$ cat src/hw/rtl/limit_order_book_matcher_assert.svh
// Assertion macros used by the order book top level.
`ifndef LIMIT_ORDER_BOOK_MATCHER_ASSERT_SVH
`define LIMIT_ORDER_BOOK_MATCHER_ASSERT_SVH

// Same-cycle implication, checked on every rising clock edge outside reset.
`define LOBM_ASSERT_NOW(label, ante, cons) \
	label: assert property (@(posedge clk) disable iff (!arst_n) (ante) |-> (cons)) \
		else $error("order book assertion failed");

// Implication checked in the cycle after the antecedent.
`define LOBM_ASSERT_NEXT(label, ante, cons) \
	label: assert property (@(posedge clk) disable iff (!arst_n) (ante) |=> (cons)) \
		else $error("order book assertion failed");

`endif

$ cat src/hw/rtl/lobm_pkg.sv
// Shared types and constants of the limit order book matcher.
package lobm_pkg;

	localparam int NUM_LEVELS_DEF  = 64;
	localparam int QUEUE_DEPTH_DEF = 16;
	localparam int SIZE_BITS_DEF   = 8;
	localparam logic [6:0] SCAN_LIMIT_RESET = 7'd100;

	localparam logic [1:0] OP_ADD    = 2'd0;
	localparam logic [1:0] OP_CANCEL = 2'd1;
	localparam logic [1:0] OP_CHANGE = 2'd2;
	localparam logic [1:0] OP_SWEEP  = 2'd3;

	localparam logic [1:0] ST_OK        = 2'd0;
	localparam logic [1:0] ST_FULL      = 2'd1;
	localparam logic [1:0] ST_NO_ORDER  = 2'd2;
	localparam logic [1:0] ST_EXHAUSTED = 2'd3;

	typedef struct packed {
		logic [1:0] opcode;
		logic       side;
		logic [5:0] level;
		logic [3:0] position;
		logic [7:0] quantity;
		logic       increase;
	} in_word_t;

	typedef struct packed {
		logic [1:0]  status;
		logic [5:0]  best_bid;
		logic [5:0]  best_ask;
		logic [5:0]  trade_level;
		logic        trade_side;
		logic [15:0] assigned_id;
		logic [7:0]  filled;
	} out_word_t;

endpackage

$ cat src/hw/rtl/lobm_cnt_ram.sv
// Per-level order count memory with valid bits that reset clears.
module lobm_cnt_ram import lobm_pkg::*; #(
	parameter int NUM_LEVELS  = NUM_LEVELS_DEF,
	parameter int QUEUE_DEPTH = QUEUE_DEPTH_DEF,
	localparam int LW = $clog2(NUM_LEVELS),
	localparam int CW = $clog2(QUEUE_DEPTH + 1)
) (
	input  logic          clk,
	input  logic          arst_n,
	input  logic [LW-1:0] rd_addr,
	output logic [CW-1:0] rd_data,
	input  logic          wr_en,
	input  logic [LW-1:0] wr_addr,
	input  logic [CW-1:0] wr_data
);

	logic [CW-1:0]         mem [NUM_LEVELS];
	logic [NUM_LEVELS-1:0] vld_q;
	logic [CW-1:0]         rd_q;
	logic                  rd_vld_q;

	always_ff @(posedge clk) begin
		if (wr_en) begin
			mem[wr_addr] <= wr_data;
		end
		rd_q <= mem[rd_addr];
	end

	// A level never written since reset reads as empty.
	always_ff @(posedge clk or negedge arst_n) begin
		if (!arst_n) begin
			vld_q    <= '0;
			rd_vld_q <= 1'b0;
		end else begin
			if (wr_en) begin
				vld_q[wr_addr] <= 1'b1;
			end
			rd_vld_q <= vld_q[rd_addr];
		end
	end

	assign rd_data = rd_vld_q ? rd_q : '0;

endmodule

$ cat config.mk
export PLATFORM = sky130hd
export DESIGN_NAME = lobm_cnt_ram
export DESIGN_NICKNAME = d
export VERILOG_FILES = /design/src/hw/rtl/limit_order_book_matcher_assert.svh /design/src/hw/rtl/lobm_pkg.sv /design/src/hw/rtl/lobm_cnt_ram.sv
export SDC_FILE = /design/constraint.sdc
export NUM_CORES = 1
export LEC_CHECK = 0
export BUFFER_PORTS_ARGS = -buffer_cell sky130_fd_sc_hd__buf_4
export CAP_MARGIN = 20
export CELL_PAD_IN_SITES_DETAIL_PLACEMENT = 0
export CELL_PAD_IN_SITES_GLOBAL_PLACEMENT = 2
export CORE_UTILIZATION = 53
export CTS_CLUSTER_DIAMETER = 150
export CTS_CLUSTER_SIZE = 16
export DETAILED_ROUTE_END_ITERATION = 10
export HOLD_SLACK_MARGIN = 0.12
export MAX_ROUTING_LAYER = met4
export PLACE_DENSITY = 0.95
export SYNTH_ARGS = -nofsm -noshare
export SYNTH_HDL_FRONTEND = slang
export SYNTH_SLANG_ARGS = --single-unit
export TNS_END_PERCENT = 10
$ cat constraint.sdc
create_clock -name clk -period 2.9 [get_ports clk]
set_input_delay 0.29 -clock clk [delete_from_list [all_inputs] [get_ports clk]]
set_output_delay 0.29 -clock clk [all_outputs]
set_load 0.02 [all_outputs]
**Word-level counts from Yosys, hierarchy flattened**

Memory sizes are Yosys's and may differ from the RTL's. A register that Yosys moved wholly into a read port is not among the register bits.
Index checks and enable logic that the tools add are counted.

- Register bits after elaboration: 65
- Bits in writable memories: 320
- Input port bits: 20
- Output and inout bits: 5
- Word-level logic and storage cells: 15
- Memories kept: 1

- Magnitude comparators: 3
- Multiplexer cells: 7
- Bitwise gates (word level): 1
- Reduce and logical (&&, ||, !) cells: 1

Memories:

| memory | depth | bits a word | read ports | clocked after memory_dff | wr ports | RTL line | RTL |
|---|---|---|---|---|---|---|---|
| mem | 64 | 5 | 1 | 1 | 1 | lobm_cnt_ram.sv:17 | `logic [CW-1:0] mem [NUM_LEVELS];` |

Operators by type and width:

| cell | number |
|---|---|
| 64-bit OR | 1 |
| 6-bit by 7-bit < comparator with 1-bit output, second input constant | 2 |
| 1-bit binary-select mux with 6-bit select | 1 |
| 1-bit demux with 6-bit select | 1 |
| 6-bit by 1-bit >= comparator with 1-bit output, second input constant | 1 |
| 5-bit 2-to-1 mux | 1 |
| 1-bit 2-to-1 mux | 4 |
| 1-bit logical AND | 1 |

**Logic depth before layout (Yosys ltp)**

- Word-level depth: 5
- Gate-level depth with buffers: 8
- Gate-level depth less buffers: 5

**Least setup slack after synthesis**

No wires, ideal clock.

- Path type: input -> register
- Start point: input port rd_addr[0]
- End point: register rd_q[2] (read register of mem)
- Setup time: 0.117 ns
- Arrival: 1.847 ns
- Data required time: 2.783 ns
- Setup slack: 0.936 ns
- Stages: 7
- Path buffers: 3
- Path through: buf_4 > buf_6 > buf_2 > mux4_2 > a22oi_1 > nand3_1 > a32o_1

RTL lines:

| item | RTL line | RTL |
|---|---|---|
| from (decl) | lobm_cnt_ram.sv:10 | `input logic [LW-1:0] rd_addr,` |
| to (decl) | lobm_cnt_ram.sv:19 | `logic [CW-1:0] rd_q;` |

**Final worst setup path**

- Start point: register vld_q[54]
- End point: register rd_vld_q

- Longest elaborated chain between the ends: 2

Ends and longest elaborated chain:

| item | RTL line | RTL |
|---|---|---|
| from (decl) | lobm_cnt_ram.sv:18 | `logic [NUM_LEVELS-1:0] vld_q;` |
| from (signal assigned) | lobm_cnt_ram.sv:32 | `vld_q <= '0;` |
| from (signal, indexed assignment) | lobm_cnt_ram.sv:36 | `vld_q[wr_addr] <= 1'b1;` |
| 1-bit binary-select mux with 6-bit select | lobm_cnt_ram.sv:38 | `rd_vld_q <= vld_q[rd_addr];` |
| 1-bit 2-to-1 mux (implied by the code) | lobm_cnt_ram.sv:38 |  |
| to (signal assigned) | lobm_cnt_ram.sv:38 |  |
| to (decl) | lobm_cnt_ram.sv:20 | `logic rd_vld_q;` |

No other way between the ends. The select of a mux whose other input is x is not followed.
A chain may end at the register's enable or synchronous reset.

==> results.md <==
- Vias/cell: 6.12
- Final Hold Viols: 0
- RR Endpoint: rd_vld_q
- TritonCTS clock tree: yes
- Clock skew: 8.69 ps
- H-tree depth: 1
- Routed len/inst: 25.7 microns
- Total wire length: 31.8 mm
- Post-synthesis compound-gate area fraction: 0.0239
- Initial Util: 0.543
- DP HPWL: 19.9 mm
- Post-Syn Nets: 821
- Ant. Diodes: 0
- Mapped Cells: 801
- PortBufs: 24
- Primary FF master, synth: edfxtp_1
- Final nets: 856
- # IOs: 25
- Largest family of logic cells by synthesized area: multiplexers
- TritonCTS Buffers: 28
- Synth Area in XOR/XNOR: 0
- Endpoints failing setup: 0
- Mux contribution to synthesized area: 0.149
- Clk buf depth: 3
- Initial antenna violation count: 0
- Most frequent cells in the layout: edfxtp_1, mux4_2, nor2_1
- First-pass GRT wire length: 48.3 mm
- Max cap viols: 0
- Tightest Hold Check Type: in -> reg
- Core box area: 28,100 sq um
- GRT overflow: 0
- Type of origin of the critical path: flop
- Area added between synthesis and finish: 9.62%
- # rows: 61
- DRC violations left: 0
- Post-cts sizing count: 0
- Filler cells: 2,057
- Tcrit/Tclk final: 0.645
- Worst skew pair latency: 550 ps
- R2r setup slk: 1030 ps
- Register area share after synthesis: 0.743
- Data arrival, critical path: 2290 ps
- Routability Congestion: 0.796
- Post-CTS Setup Bufs: 0
- Cell Chain, Critical Path: mux4_2 -> mux4_2 -> o2111ai_1 -> o41ai_1
- Post-DRT Antenna Nets: 0
- DRT Pass-1 Iters: 6
- Share of cells above drive strength 1: 0.277
- IR drop worst, VDD: 401 uV
- Worst slew margin: 0.354
- Yosys cell types: 42
- Post-route setup TNS: 0 ps
- Crit path to: rd_vld_q
- Unrepaired setup endpoints after global routing: false
- Area of the multi-input gates: 3710 sq um
- Register area: 11,300 sq um
- Crit-path max FO: 2
- Crit-path max cell delay: 480 ps
- Most common cell after layout, fill and taps aside: edfxtp_1
- Avg Cell Area, Syn: 19.1 sq um
- PwrDens: 649 nW/um^2
- Overall power: 10,900 uW
- Vias in the first global route: 7,670
- Leak: 0.00563 uW
- Crit path required time: 3320 ps
- Clk slew on worst S/H paths: 70 ps
- FFs w/ async S/R, synth: 0.167
- Critical Path Most Common Cell: mux4_2
- Synthesized cell area: 15,300 sq um
- Crit Path Class: reg -> reg
- Hold buffers post-CTS: 2
- Adder-Cell Fraction of Synth Area: 0
- Chip width: 172 microns
- Root Driver: clkbuf_16
- Status: finished clean
- Kind of end point of the critical path: flop
- Maximum number of pins on one net before global-route repair: 66
- Clk sinks: 390
- Post-synthesis simple-gate area fraction: 0.0702
- Crit path launch: vld_q[54]
- Slew @ Worst Pin: 968 ps
- Total number of vias: 7,557
- Max-slew violations: 0
- GRT Util Overall: 0.236
- Reg2reg path depth: 4
- Slowest cell on crit path: mux4_2
- Ys Warns: 0
- Synth Register Bits: 390
- Worst R2R Start: vld_q[54]
- Total die area: 29,500 sq um
- Initial DRC count: 785
- Fmax: 535 MHz
- Post-synth EDFFs: 320
- Final min period: 1870 ps
- Height of the die: 172 microns
-- area by class of cell --
type,count,share of cell area
sequential,390,0.678
tap,378,0.0283
timing repair buffer,46,0.0234
clock buffer,49,0.0479
inverter,2,0.000449
clock inverter,1,0.000673
multi-input combinational,368,0.222
-- cell families after synthesis --
group / after synthesis
compound gates: 50
mux: 106
buf+inv: 43
simple gates: 212
flops: 390
-- where the power goes --
| group | switching (uW) | internal [uW] | leakage [uW] | total [uW] |
|---|---|---|---|---|
| Combinational | 435 | 402 | 0.00151 | 838 |
| Sequential | 95.9 | 6270 | 0.00374 | 6370 |
| Clock | 1790 | 1870 | 0.000387 | 3650 |
-- sequential cells by signal, indices dropped and copies added (netlist names) --
name and flops:
mem 320, rd_q 5, rd_vld_q 1, vld_q 64
-- cells in the mapped netlist, types with 5 or more instances --
cell type    n  area, sq um
a31oi_1      7         43.8
and2_1       5         31.3
buf_2       11         55.1
buf_4        5         37.5
clkbuf_1    18         67.6
dfrtp_1     65         1630
dfxtp_1      5          100
edfxtp_1   320         9610
mux2i_1      9         90.1
mux4_2      97         2180
nand2_1     27          101
nand2b_1     6         37.5
nand3_1     13         65.1
nor2_1      71          267
nor2b_1      8         50.1
o21ai_0      5         25.0
o221ai_1     7         61.3
o22ai_1      6         37.5
or2_2       65          407
-- layer usage --
metal,vias up,part of all wire,GRT usage
li1,3240,-,-
met1,3969,0.42,0.333
met2,282,0.48,0.357
met3,66,0.069,0.0380
met4,0,0.029,0.0726
met5,-,0,-
-- how the worst min path moves through the flow --
stage	start	endpoint	slack, ps	cells after the start
floorplan	arst_n	rd_vld_q	-6	0
global placement	vld_q[34]	vld_q[34]	440	1
detailed placement	vld_q[39]	vld_q[39]	450	1
CTS	rd_addr[3]	rd_q[1]	190	3
global route	rd_addr[3]	rd_q[1]	220	3
finish	rd_addr[3]	rd_q[1]	230	3
-- stage by stage --
stage / cell area [sq um] / hold slack (ps) / instances / utilization / setup slack (ps)
3_3_place_gp: 15900 / 444 / 1182 / 0.566 / 474
6_report: 16700 / 229 / 1234 / 0.596 / 1030
4_1_cts: 16700 / 193 / 1234 / 0.596 / 1020
2_1_floorplan: 15300 / -5.59 / 801 / - / 936
3_5_place_dp: 15900 / 448 / 1182 / 0.566 / 447
5_1_grt: 16700 / 215 / 1234 / 0.596 / 961
-- worst max-delay path, delay by kind of cell, from the launching register on --
family / cells / cell delay (ps)
AOI/OAI and AO/OA: 2 / 390
muxes: 2 / 960
DFF: 1 / 390
Note: power is estimated with default switching activity, not from simulation.
